**src/hw/rtl/usbtd_pkg.sv**
```systemverilog
// ----------------------------------------------------------------------------
// usbtd_pkg
// Shared types, constants and word builders for the TD chain builder.
// ----------------------------------------------------------------------------
package usbtd_pkg;

   localparam int MAX_DESCRIPTORS   = 40;
   localparam int BULK_PACKET_BYTES = 64;
   localparam int CNT_W             = $clog2(MAX_DESCRIPTORS + 1);
   localparam int PKT_W             = 11;
   localparam int TOTAL_W           = 17;

   localparam logic [PKT_W-1:0]   BULK_PKT     = PKT_W'(BULK_PACKET_BYTES);
   localparam logic [PKT_W-1:0]   DEFAULT_MP0  = PKT_W'(8);
   localparam logic [PKT_W-1:0]   SETUP_BYTES  = PKT_W'(8);
   localparam logic [10:0]        LEN_MASK     = 11'h7FF;
   localparam logic [TOTAL_W-1:0] TOTAL_MAX    = 17'h1FFFF;

   localparam logic [7:0]  PID_SETUP  = 8'h2D;
   localparam logic [7:0]  PID_IN     = 8'h69;
   localparam logic [7:0]  PID_OUT    = 8'hE1;
   localparam logic [31:0] CS_ACTIVE  = 32'h1 << 25;
   localparam logic [31:0] CS_LS      = 32'h1 << 28;
   localparam logic [31:0] CS_SPD     = 32'h1 << 31;
   localparam logic [31:0] CS_ERRCNT  = 32'h3 << 29;
   localparam logic [31:0] CS_ERRBITS = 32'h01F80000;

   typedef enum logic [1:0] {
      OP_CONTROL = 2'd0,
      OP_BULK    = 2'd1,
      OP_CHECK   = 2'd2,
      OP_UNUSED  = 2'd3
   } opcode_type;

   typedef enum logic [2:0] {
      ST_IDLE,
      ST_SETUP,
      ST_DATA,
      ST_STATUS,
      ST_BULK,
      ST_CHECK
   } state_type;

   typedef enum logic [2:0] {
      EMIT_NONE,
      EMIT_SETUP,
      EMIT_DATA,
      EMIT_STATUS,
      EMIT_BULK,
      EMIT_ERROR,
      EMIT_CHECK
   } emit_type;

   typedef struct packed {
      logic     load;
      emit_type emit;
   } cmd_type;

   typedef struct packed {
      logic out_free;
      logic rem_zero;
      logic data_done;
      logic bulk_last;
   } stat_type;

   function automatic logic [31:0] make_token(input logic [10:0] maxlen,
                                              input logic        toggle,
                                              input logic [3:0]  ep,
                                              input logic [6:0]  addr,
                                              input logic [7:0]  pid);
      make_token = {maxlen, 1'b0, toggle, ep, addr, pid};
   endfunction

   function automatic logic [31:0] make_control(input logic ls,
                                                input logic [7:0] pid);
      logic [31:0] cs;
      cs = CS_ACTIVE | CS_ERRCNT;
      if (ls) cs = cs | CS_LS;
      if (pid == PID_IN) cs = cs | CS_SPD;
      make_control = cs;
   endfunction

endpackage

```
**src/hw/rtl/usbtd_ctrl.sv**
```systemverilog
// ----------------------------------------------------------------------------
// usbtd_ctrl
// Sequencer: takes requests and steps the datapath through a descriptor chain.
// ----------------------------------------------------------------------------
module usbtd_ctrl
   import usbtd_pkg::*;
(
   input  logic       clock,
   input  logic       reset,
   input  logic       req_valid,
   output logic       req_ready,
   input  logic [1:0] req_opcode,
   input  stat_type   stat,
   output cmd_type    cmd
);

   state_type state_ff, state_in;

   always_ff @(posedge clock) begin
      if (reset) begin
         state_ff <= ST_IDLE;
      end else begin
         state_ff <= state_in;
      end
   end

   // next state
   always_comb begin
      state_in = state_ff;
      case (state_ff)
         ST_IDLE: begin
            if (req_valid) begin
               case (opcode_type'(req_opcode))
                  OP_CONTROL: state_in = ST_SETUP;
                  OP_BULK:    state_in = ST_BULK;
                  OP_CHECK:   state_in = ST_CHECK;
                  default:    state_in = ST_IDLE;
               endcase
            end
         end
         ST_SETUP: begin
            if (stat.out_free) state_in = ST_DATA;
         end
         ST_DATA: begin
            if (stat.data_done) state_in = ST_STATUS;
         end
         ST_STATUS: begin
            if (stat.out_free) state_in = ST_IDLE;
         end
         ST_BULK: begin
            if (stat.out_free && (stat.rem_zero || stat.bulk_last)) state_in = ST_IDLE;
         end
         ST_CHECK: begin
            if (stat.out_free) state_in = ST_IDLE;
         end
         default: state_in = ST_IDLE;
      endcase
   end

   // outputs
   always_comb begin
      req_ready = 1'b0;
      cmd.load  = 1'b0;
      cmd.emit  = EMIT_NONE;
      case (state_ff)
         ST_IDLE: begin
            req_ready = 1'b1;
            cmd.load  = req_valid;
         end
         ST_SETUP: begin
            if (stat.out_free) cmd.emit = EMIT_SETUP;
         end
         ST_DATA: begin
            if (!stat.data_done && stat.out_free) cmd.emit = EMIT_DATA;
         end
         ST_STATUS: begin
            if (stat.out_free) cmd.emit = EMIT_STATUS;
         end
         ST_BULK: begin
            if (stat.out_free) cmd.emit = stat.rem_zero ? EMIT_ERROR : EMIT_BULK;
         end
         ST_CHECK: begin
            if (stat.out_free) cmd.emit = EMIT_CHECK;
         end
         default: begin
            cmd.emit = EMIT_NONE;
         end
      endcase
   end

endmodule

```
**src/hw/rtl/usbtd_dp.sv**
```systemverilog
// ----------------------------------------------------------------------------
// usbtd_dp
// Request registers, packet splitter, toggles, check accumulator, result register.
// ----------------------------------------------------------------------------
module usbtd_dp
   import usbtd_pkg::*;
(
   input  logic        clock,
   input  logic        reset,
   input  cmd_type     cmd,
   output stat_type    stat,
   input  logic [1:0]  req_opcode,
   input  logic [6:0]  req_dev_address,
   input  logic [3:0]  req_endpoint,
   input  logic        req_ls_dev,
   input  logic        req_dir_in,
   input  logic [15:0] req_transfer_length,
   input  logic [7:0]  req_mp0_bytes,
   input  logic [31:0] req_buffer_address,
   input  logic [31:0] req_setup_address,
   input  logic [31:0] req_td_status,
   input  logic        req_td_was_in,
   input  logic        req_td_final,
   output logic        rsp_valid,
   input  logic        rsp_ready,
   output logic [31:0] rsp_td_control,
   output logic [31:0] rsp_td_token,
   output logic [31:0] rsp_td_buffer,
   output logic        rsp_last,
   output logic        rsp_request_error,
   output logic        rsp_transfer_ok,
   output logic        rsp_timed_out,
   output logic [16:0] rsp_actual_total
);

   // request registers
   logic [6:0]       addr_ff;
   logic [3:0]       ep_ff;
   logic             ls_ff, din_ff, len_nz_ff;
   logic [15:0]      rem_ff, rem_in;
   logic [PKT_W-1:0] pkt_ff;
   logic [31:0]      buf_ff, buf_in, sbuf_ff;
   logic [31:0]      st_ff;
   logic             was_in_ff, fin_ff;
   logic [CNT_W-1:0] cnt_ff, cnt_in;
   logic             tog_ff, tog_in;

   // persistent state
   logic               tog_bin_ff, tog_bin_in, tog_bout_ff, tog_bout_in;
   logic               ok_ff, ok_in, stop_ff, stop_in;
   logic [TOTAL_W-1:0] total_ff, total_in;

   // result register
   logic               vld_ff, vld_in;
   logic [31:0]        ctl_ff, ctl_in, tok_ff, tok_in, obuf_ff, obuf_in;
   logic               last_ff, last_in, err_ff, err_in;
   logic               rok_ff, rok_in, rto_ff, rto_in;
   logic [TOTAL_W-1:0] rtot_ff, rtot_in;

   logic [15:0]  chunk;
   logic [10:0]  maxlen;
   logic [7:0]   dpid, spid;
   logic         btog;
   logic [10:0]  got;
   logic [TOTAL_W:0] sum;
   logic         c_ok, c_stop;
   logic [TOTAL_W-1:0] c_total;
   logic         emitting;

   assign chunk  = (rem_ff > 16'(pkt_ff)) ? 16'(pkt_ff) : rem_ff;
   assign maxlen = 11'(chunk - 16'd1);
   assign dpid   = din_ff ? PID_IN : PID_OUT;
   assign spid   = (len_nz_ff && din_ff) ? PID_OUT : PID_IN;
   assign btog   = din_ff ? tog_bin_ff : tog_bout_ff;

   assign stat.out_free  = !vld_ff || rsp_ready;
   assign stat.rem_zero  = (rem_ff == 16'd0);
   assign stat.data_done = (rem_ff == 16'd0) || (cnt_ff >= CNT_W'(MAX_DESCRIPTORS - 2));
   assign stat.bulk_last = (rem_ff == chunk) || (cnt_ff == CNT_W'(MAX_DESCRIPTORS - 1));
   assign emitting       = (cmd.emit != EMIT_NONE);

   // check fold, an active word stops counting until the chain ends
   always_comb begin
      got     = (st_ff[10:0] + 11'd1) & LEN_MASK;
      sum     = {1'b0, total_ff} + (TOTAL_W + 1)'(got);
      c_ok    = ok_ff;
      c_stop  = stop_ff;
      c_total = total_ff;
      if (!stop_ff) begin
         if ((st_ff & CS_ACTIVE) != 32'd0) begin
            c_ok   = 1'b0;
            c_stop = 1'b1;
         end else begin
            if ((st_ff & CS_ERRBITS) != 32'd0) c_ok = 1'b0;
            if (was_in_ff) c_total = sum[TOTAL_W] ? TOTAL_MAX : sum[TOTAL_W-1:0];
         end
      end
   end

   always_comb begin
      rem_in      = rem_ff;
      buf_in      = buf_ff;
      cnt_in      = cnt_ff;
      tog_in      = tog_ff;
      tog_bin_in  = tog_bin_ff;
      tog_bout_in = tog_bout_ff;
      ok_in       = ok_ff;
      stop_in     = stop_ff;
      total_in    = total_ff;
      vld_in      = vld_ff && !rsp_ready;
      ctl_in      = ctl_ff;
      tok_in      = tok_ff;
      obuf_in     = obuf_ff;
      last_in     = last_ff;
      err_in      = err_ff;
      rok_in      = rok_ff;
      rto_in      = rto_ff;
      rtot_in     = rtot_ff;

      if (cmd.load) begin
         rem_in = req_transfer_length;
         buf_in = req_buffer_address;
         cnt_in = '0;
         tog_in = 1'b1;
         if (req_opcode == OP_CONTROL || req_opcode == OP_BULK) begin
            ok_in    = 1'b1;
            stop_in  = 1'b0;
            total_in = '0;
         end
      end

      if (emitting) begin
         vld_in  = 1'b1;
         ctl_in  = 32'd0;
         tok_in  = 32'd0;
         obuf_in = 32'd0;
         last_in = 1'b0;
         err_in  = 1'b0;
         rok_in  = 1'b0;
         rto_in  = 1'b0;
         rtot_in = '0;
         cnt_in  = cnt_ff + CNT_W'(1);
      end

      case (cmd.emit)
         EMIT_SETUP: begin
            ctl_in  = make_control(ls_ff, PID_SETUP);
            tok_in  = make_token(11'(SETUP_BYTES - PKT_W'(1)), 1'b0, 4'd0, addr_ff, PID_SETUP);
            obuf_in = sbuf_ff;
         end
         EMIT_DATA: begin
            ctl_in  = make_control(ls_ff, dpid);
            tok_in  = make_token(maxlen, tog_ff, 4'd0, addr_ff, dpid);
            obuf_in = buf_ff;
            tog_in  = !tog_ff;
            buf_in  = buf_ff + 32'(chunk);
            rem_in  = rem_ff - chunk;
         end
         EMIT_STATUS: begin
            ctl_in  = make_control(ls_ff, spid);
            tok_in  = make_token(LEN_MASK, 1'b1, 4'd0, addr_ff, spid);
            last_in = 1'b1;
         end
         EMIT_BULK: begin
            ctl_in  = make_control(ls_ff, dpid);
            tok_in  = make_token(maxlen, btog, ep_ff, addr_ff, dpid);
            obuf_in = buf_ff;
            last_in = stat.bulk_last;
            buf_in  = buf_ff + 32'(chunk);
            rem_in  = rem_ff - chunk;
            if (din_ff) tog_bin_in  = !tog_bin_ff;
            else        tog_bout_in = !tog_bout_ff;
         end
         EMIT_ERROR: begin
            last_in = 1'b1;
            err_in  = 1'b1;
         end
         EMIT_CHECK: begin
            last_in = fin_ff;
            rok_in  = c_ok;
            rto_in  = c_stop;
            rtot_in = c_total;
            if (fin_ff) begin
               ok_in    = 1'b1;
               stop_in  = 1'b0;
               total_in = '0;
            end else begin
               ok_in    = c_ok;
               stop_in  = c_stop;
               total_in = c_total;
            end
         end
         default: begin
            vld_in = vld_in;
         end
      endcase
   end

   always_ff @(posedge clock) begin
      if (reset) begin
         vld_ff      <= 1'b0;
         tog_bin_ff  <= 1'b0;
         tog_bout_ff <= 1'b0;
         ok_ff       <= 1'b1;
         stop_ff     <= 1'b0;
         total_ff    <= '0;
      end else begin
         vld_ff      <= vld_in;
         tog_bin_ff  <= tog_bin_in;
         tog_bout_ff <= tog_bout_in;
         ok_ff       <= ok_in;
         stop_ff     <= stop_in;
         total_ff    <= total_in;
      end
   end

   always_ff @(posedge clock) begin
      if (cmd.load) begin
         addr_ff   <= req_dev_address;
         ep_ff     <= req_endpoint;
         ls_ff     <= req_ls_dev;
         din_ff    <= req_dir_in;
         len_nz_ff <= (req_transfer_length != 16'd0);
         pkt_ff    <= (req_opcode == OP_BULK) ? BULK_PKT :
                      (req_mp0_bytes == 8'd0) ? DEFAULT_MP0 : PKT_W'(req_mp0_bytes);
         sbuf_ff   <= req_setup_address;
         st_ff     <= req_td_status;
         was_in_ff <= req_td_was_in;
         fin_ff    <= req_td_final;
      end
      rem_ff  <= rem_in;
      buf_ff  <= buf_in;
      cnt_ff  <= cnt_in;
      tog_ff  <= tog_in;
      ctl_ff  <= ctl_in;
      tok_ff  <= tok_in;
      obuf_ff <= obuf_in;
      last_ff <= last_in;
      err_ff  <= err_in;
      rok_ff  <= rok_in;
      rto_ff  <= rto_in;
      rtot_ff <= rtot_in;
   end

   assign rsp_valid         = vld_ff;
   assign rsp_td_control    = ctl_ff;
   assign rsp_td_token      = tok_ff;
   assign rsp_td_buffer     = obuf_ff;
   assign rsp_last          = last_ff;
   assign rsp_request_error = err_ff;
   assign rsp_transfer_ok   = rok_ff;
   assign rsp_timed_out     = rto_ff;
   assign rsp_actual_total  = rtot_ff;

   // a new result only goes into a free result slot
   a_emit_free: assert property (@(posedge clock) disable iff (reset)
      emitting |-> stat.out_free)
      else $error("descriptor emitted into a busy result slot");

   // packet emissions always carry bytes
   a_data_rem: assert property (@(posedge clock) disable iff (reset)
      (cmd.emit == EMIT_DATA || cmd.emit == EMIT_BULK) |-> (rem_ff != 16'd0))
      else $error("data packet with nothing left to send");

   // chain length bound
   a_chain_len: assert property (@(posedge clock) disable iff (reset)
      emitting |-> (cnt_ff < CNT_W'(MAX_DESCRIPTORS)))
      else $error("descriptor chain exceeds limit");

endmodule

```
**src/hw/rtl/usb_td_chain_builder.sv**
```systemverilog
// ----------------------------------------------------------------------------
// usb_td_chain_builder
// Turns control/bulk requests into UHCI TD word sets; folds returned status.
// ----------------------------------------------------------------------------
//
//  channel   ports        direction  transfer
//  request   req_*        in         one control, bulk or check item
//  result    rsp_*        out        one TD word set, error mark or check sum
//
//  Flow: a request is taken while idle, then one TD per cycle while the result
//  side keeps up: control = setup + data TDs + a state change with no TD +
//  status, bulk = ceil(len/64) TDs (up to 40), check = 1 result. Throughput
//  is set by the single result register fed by the sequencer.
//  Reset clears the sequencer, result valid, bulk toggles and the check state.
//  A stalled result holds the sequencer; a new request is taken only when idle.
//
module usb_td_chain_builder
   import usbtd_pkg::*;
(
   input  logic        clock,
   input  logic        reset,
   input  logic        req_valid,
   output logic        req_ready,
   input  logic [1:0]  req_opcode,
   input  logic [6:0]  req_dev_address,
   input  logic [3:0]  req_endpoint,
   input  logic        req_ls_dev,
   input  logic        req_dir_in,
   input  logic [15:0] req_transfer_length,
   input  logic [7:0]  req_mp0_bytes,
   input  logic [31:0] req_buffer_address,
   input  logic [31:0] req_setup_address,
   input  logic [31:0] req_td_status,
   input  logic        req_td_was_in,
   input  logic        req_td_final,
   output logic        rsp_valid,
   input  logic        rsp_ready,
   output logic [31:0] rsp_td_control,
   output logic [31:0] rsp_td_token,
   output logic [31:0] rsp_td_buffer,
   output logic        rsp_last,
   output logic        rsp_request_error,
   output logic        rsp_transfer_ok,
   output logic        rsp_timed_out,
   output logic [16:0] rsp_actual_total
);

   cmd_type  cmd;   // load / emit kind from sequencer
   stat_type stat;  // slot free, remaining-bytes and chain-end flags

   usbtd_ctrl u_ctrl (
      .clock      (clock),
      .reset      (reset),
      .req_valid  (req_valid),
      .req_ready  (req_ready),
      .req_opcode (req_opcode),
      .stat       (stat),
      .cmd        (cmd)
   );

   usbtd_dp u_dp (
      .clock               (clock),
      .reset               (reset),
      .cmd                 (cmd),
      .stat                (stat),
      .req_opcode          (req_opcode),
      .req_dev_address     (req_dev_address),
      .req_endpoint        (req_endpoint),
      .req_ls_dev          (req_ls_dev),
      .req_dir_in          (req_dir_in),
      .req_transfer_length (req_transfer_length),
      .req_mp0_bytes       (req_mp0_bytes),
      .req_buffer_address  (req_buffer_address),
      .req_setup_address   (req_setup_address),
      .req_td_status       (req_td_status),
      .req_td_was_in       (req_td_was_in),
      .req_td_final        (req_td_final),
      .rsp_valid           (rsp_valid),
      .rsp_ready           (rsp_ready),
      .rsp_td_control      (rsp_td_control),
      .rsp_td_token        (rsp_td_token),
      .rsp_td_buffer       (rsp_td_buffer),
      .rsp_last            (rsp_last),
      .rsp_request_error   (rsp_request_error),
      .rsp_transfer_ok     (rsp_transfer_ok),
      .rsp_timed_out       (rsp_timed_out),
      .rsp_actual_total    (rsp_actual_total)
   );

endmodule

```
**config.mk**
```make
export PLATFORM = sky130hd
export DESIGN_NAME = usb_td_chain_builder
export DESIGN_NICKNAME = d
export VERILOG_FILES = /design/src/hw/rtl/usbtd_pkg.sv /design/src/hw/rtl/usbtd_ctrl.sv /design/src/hw/rtl/usbtd_dp.sv /design/src/hw/rtl/usb_td_chain_builder.sv
export SDC_FILE = /design/constraint.sdc
export NUM_CORES = 1
export LEC_CHECK = 0
export ABC_CLOCK_PERIOD_IN_PS = 4600
export BUFFER_PORTS_ARGS = -buffer_cell sky130_fd_sc_hd__buf_4
export CORE_MARGIN = 10
export CORE_UTILIZATION = 50
export DETAILED_ROUTE_END_ITERATION = 8
export HOLD_SLACK_MARGIN = 0.12
export PLACE_DENSITY = 0.83
export SYNTH_ARGS = -nofsm -noshare
export SYNTH_HDL_FRONTEND = slang
export SYNTH_SLANG_ARGS = --single-unit
```
**constraint.sdc**
```tcl
create_clock -name clock -period 4.6 [get_ports clock]
set_clock_uncertainty 0.1 [all_clocks]
set_input_delay 0.23 -clock clock [delete_from_list [all_inputs] [get_ports clock]]
set_output_delay 0.23 -clock clock [all_outputs]
set_load 0.05 [all_outputs]
```
==> run_summary.xml <==
<?xml version="1.0" encoding="UTF-8"?>
<metrics>
  <group name="status">
    <metric name="status" unit="">complete, no violations</metric>
  </group>
  <group name="drt">
    <metric name="finalWirelength" unit="mm">34.7</metric>
    <metric name="antenna_left" unit="">0</metric>
    <metric name="drt-vias-per-instance" unit="">5.56</metric>
    <metric name="route.detailed.wl_per_inst" unit="microns">19.5</metric>
    <metric name="drt_iter0_drc" unit="">725</metric>
    <metric name="via_count" unit="">9905</metric>
    <metric name="drt_first_pass_iters" unit="">5</metric>
    <metric name="drc_errors" unit="">0</metric>
  </group>
  <group name="synthesis">
    <metric name="synthCells" unit="">1076</metric>
    <metric name="ys_seq_area_share" unit="%">56.3</metric>
    <metric name="syn-cell-area" unit="sq um">12200</metric>
    <metric name="edff_count_synth" unit="">212</metric>
    <metric name="synthArstFlopShare" unit="%">0</metric>
    <metric name="top_cells_by_count_synth" unit="">sky130_fd_sc_hd__edfxtp_1, sky130_fd_sc_hd__nand2_1, sky130_fd_sc_hd__o21ai_0, sky130_fd_sc_hd__nor2_1, sky130_fd_sc_hd__xnor2_1</metric>
    <metric name="ys.warnings.count" unit="">0</metric>
    <metric name="syn_avg_cell_area" unit="sq um">11.4</metric>
    <metric name="ys_ff_latch" unit="">238</metric>
    <metric name="synth_cell_types" unit="">65</metric>
    <metric name="synth.top_cell.area_share" unit="%">52.0</metric>
    <metric name="synth_most_common_cell" unit="">sky130_fd_sc_hd__edfxtp_1</metric>
    <metric name="synthDominantAreaCellType" unit="">sky130_fd_sc_hd__edfxtp_1</metric>
    <metric name="ys_dominant_reg_cell" unit="">sky130_fd_sc_hd__edfxtp_1</metric>
    <metric name="ys_top_cells_by_area" unit="">sky130_fd_sc_hd__edfxtp_1, sky130_fd_sc_hd__ha_1, sky130_fd_sc_hd__dfxtp_1, sky130_fd_sc_hd__xnor2_1, sky130_fd_sc_hd__o21ai_0</metric>
  </group>
  <group name="worst_setup_path">
    <metric name="critPathKind" unit="">reg2reg</metric>
    <metric name="worstSetupStartpointType" unit="">register</metric>
    <metric name="cp.required" unit="ns">4.74</metric>
    <metric name="cp.arrival" unit="ns">4.58</metric>
    <metric name="worstSetupEndpointType" unit="">register</metric>
    <metric name="worstPathMaxFanout" unit="">15</metric>
  </group>
  <group name="worst_hold_path">
    <metric name="type_of_the_most_critical_hold_path" unit="">in2reg</metric>
  </group>
  <group name="sta">
    <metric name="finalCriticalPeriod" unit="ns">4.44</metric>
    <metric name="hold_viol_final" unit="">0</metric>
    <metric name="worst_slew_pin_slew" unit="ns">0.970</metric>
    <metric name="fin_worst_setup_slack" unit="ns">0.158</metric>
    <metric name="setup_viol" unit="">0</metric>
    <metric name="timing.fmax" unit="MHz">225</metric>
    <metric name="slew_limit_fails" unit="">0</metric>
    <metric name="slew-limit-headroom" unit="%">33.6</metric>
    <metric name="final.period_utilization" unit="%">96.6</metric>
  </group>
  <group name="pwr">
    <metric name="sw_frac_of_total" unit="%">44.1</metric>
    <metric name="power.share.combinational" unit="%">48.0</metric>
    <metric name="portion_of_total_power_attributed_to_sequential_cells" unit="%">34.7</metric>
    <metric name="power_switching" unit="uW">5470</metric>
    <metric name="worst_ir_drop_vdd" unit="uV">437</metric>
    <metric name="power_density" unit="nW/um^2">760</metric>
    <metric name="share_clk_of_total_power" unit="%">17.3</metric>
    <metric name="static_leak" unit="uW">0.00659</metric>
    <metric name="intPower" unit="uW">6950</metric>
  </group>
  <group name="placement">
    <metric name="port_buffers" unit="">215</metric>
    <metric name="detailed_place_hpwl" unit="mm">23.1</metric>
    <metric name="dpl.cell_count" unit="">1603</metric>
    <metric name="place_area" unit="sq um">14200</metric>
    <metric name="pre_cts_slack" unit="ns">0.0507</metric>
    <metric name="place.gp.congestion" unit="">0.923</metric>
  </group>
  <group name="floorplan">
    <metric name="floorplan.die.height" unit="microns">176</metric>
    <metric name="effective_utilization_at_floorplan" unit="%">50.6</metric>
    <metric name="io_pins" unit="">260</metric>
    <metric name="die_w" unit="microns">176</metric>
    <metric name="core_region_area" unit="sq um">24200</metric>
    <metric name="area_enclosed_by_the_die_boundary" unit="sq um">31100</metric>
    <metric name="floorplan.rows" unit="">57</metric>
  </group>
  <group name="job">
    <metric name="drv_cap" unit="">0</metric>
  </group>
  <group name="cts">
    <metric name="clock-sinks" unit="">238</metric>
    <metric name="cts_setup_buffers" unit="">0</metric>
    <metric name="clock_path_buffers" unit="">3</metric>
    <metric name="htreeDepth" unit="">1</metric>
    <metric name="tritoncts" unit="">built</metric>
    <metric name="cts.clk_slew.worst_paths" unit="ns">0.06</metric>
    <metric name="number_of_cts_inserted_buffers" unit="">27</metric>
    <metric name="cts.root.buffer_cell" unit="">sky130_fd_sc_hd__clkbuf_16</metric>
    <metric name="insertion_delay" unit="ns">0.53</metric>
  </group>
  <group name="global_routing">
    <metric name="grt_pass1_wl" unit="mm">53.9</metric>
    <metric name="antenna_found_initial" unit="">5</metric>
    <metric name="globalRoute.totalOverflow" unit="">0</metric>
    <metric name="global_route.usage.total" unit="%">21.4</metric>
    <metric name="grt_start_max_net_pins" unit="">53</metric>
    <metric name="grt_pass1_vias" unit="">10000</metric>
  </group>
  <group name="final_layout">
    <metric name="area_growth" unit="%">33.6</metric>
    <metric name="fillCellCount" unit="">1694</metric>
    <metric name="post_layout_nonfiller_instances" unit="">1783</metric>
    <metric name="final_nets" unit="">1625</metric>
    <metric name="design_area" unit="sq um">16300</metric>
    <metric name="finalCoreUtilization" unit="%">67.6</metric>
    <metric name="drive_above_1_share" unit="%">21.5</metric>
  </group>
</metrics>
==> sequential cells by signal, summed over array words and instances (netlist names), 3 cells and up <==
signal,count
u_dp.rsp_td_token,28
u_dp.cnt_ff,6
u_dp.total_ff,17
u_dp.addr_ff,7
u_dp.rsp_td_buffer,32
u_dp.st_ff,18
u_dp.rsp_td_control,3
u_dp.rem_ff,16
u_ctrl.state_ff,3
u_dp.buf_ff,32
u_dp.pkt_ff,8
u_dp.sbuf_ff,32
u_dp.ep_ff,4
u_dp.rsp_actual_total,17
==> metrics by stage <==
stage	power (uW)	TNS, ns	hold slack, ns
3_5_place_dp	10100	0	0.309
6_report	12400	0	0.246
5_1_grt	13100	-0.0268	0.266
4_1_cts	12400	0	0.215
2_1_floorplan	8350	0	0.229
3_3_place_gp	9950	0	0.309
==> worst max-delay path: stages (launching register included) <==
cell                       delay (ns)
sky130_fd_sc_hd__edfxtp_1        0.46
sky130_fd_sc_hd__or4_4           0.60
sky130_fd_sc_hd__nand2b_4        0.20
sky130_fd_sc_hd__nor3_4          0.30
sky130_fd_sc_hd__buf_4           0.27
sky130_fd_sc_hd__nor2_1          0.07
sky130_fd_sc_hd__a21o_1          0.19
sky130_fd_sc_hd__ha_1            0.29
sky130_fd_sc_hd__a21o_1          0.10
sky130_fd_sc_hd__a21oi_1         0.11
sky130_fd_sc_hd__o21a_1          0.25
sky130_fd_sc_hd__or4_4           0.60
sky130_fd_sc_hd__a211oi_1        0.31
sky130_fd_sc_hd__xnor2_1         0.17
sky130_fd_sc_hd__o21ai_0         0.15
==> final timing paths <==
path	from	endpoint	slack [ns]	cells past startpoint
min reg2reg	u_dp.total_ff[10]	u_dp.total_ff[10]	0.39	2
max	u_dp.rem_ff[9]	u_dp.buf_ff[27]	0.16	14
min	req_opcode[1]	u_ctrl.state_ff[0]	0.25	6
max reg2reg	u_dp.rem_ff[9]	u_dp.buf_ff[27]	0.16	14
==> final cells by class <==
| class | instances | area [sq um] | share of cell area [%] |
|---|---|---|---|
| antenna | 5 | 12.5 | 0.0766 |
| clock buffer | 33 | 698 | 4.27 |
| clock inverter | 16 | 184 | 1.13 |
| inverter | 48 | 184 | 1.13 |
| multi-input combinational | 753 | 4900 | 30.0 |
| sequential | 238 | 6890 | 42.1 |
| tap | 324 | 405 | 2.48 |
| timing repair buffer | 366 | 3080 | 18.8 |
==> per-layer routing <==
| metal | track usage (%) | wire (microns) |
|---|---|---|
| met5 | 0 | 0 |
| met3 | 4.21 | 2610 |
| met1 | 25.7 | 13700 |
| met4 | 7.60 | 1090 |
| met2 | 37.4 | 17400 |
==> kinds of logic after synthesis <==
group | share of synthesized area [%]
adders and majority gates | 5.30
buffers and inverters | 4.93
muxes | 1.44
and+or+nand+nor | 12.4
xor gates and xnor gates | 5.01
DFF | 56.3
other | 0.0306
AOI/OAI and AO/OA | 14.6
==> power groups by stage <==
stage               Sequential (uW)  Combinational [uW]  Clock [uW]
finish                         4310                5960        2150
CTS                            4280                5910        2180
global placement               4270                5670           0
floorplan                      5550                2790           0
global route                   4390                6410        2270
detailed placement             4310                5800           0
==> cells in the final DEF (no fill, tap or decap), drive strengths merged, types with 9 or more instances in the layout <==
cell type,n
a21oi,42
xnor2,50
nand3,27
o21a,11
a21o,13
dfxtp,26
nor2b,14
nand4,10
inv,48
and3,12
clkinv,11
mux2i,9
xor2,20
and2,16
nor2,65
edfxtp,212
conb,35
nor3,29
ha,47
o221a,10
a211oi,18
buf,240
nand2,108
dlygate4sd3,126
clkbuf,33
nand2b,9
a22o,39
o21ai,85
nor4,11
==> timing repair <==
item | 4_1_cts | 5_1_grt
hold endpoints to repair | 137 | 0
endpoints found under the setup margin | 0 | 16
resized for setup | 0 | 3
hold buffers | 126 | 0
Note: power is estimated with default switching activity, not from simulation.
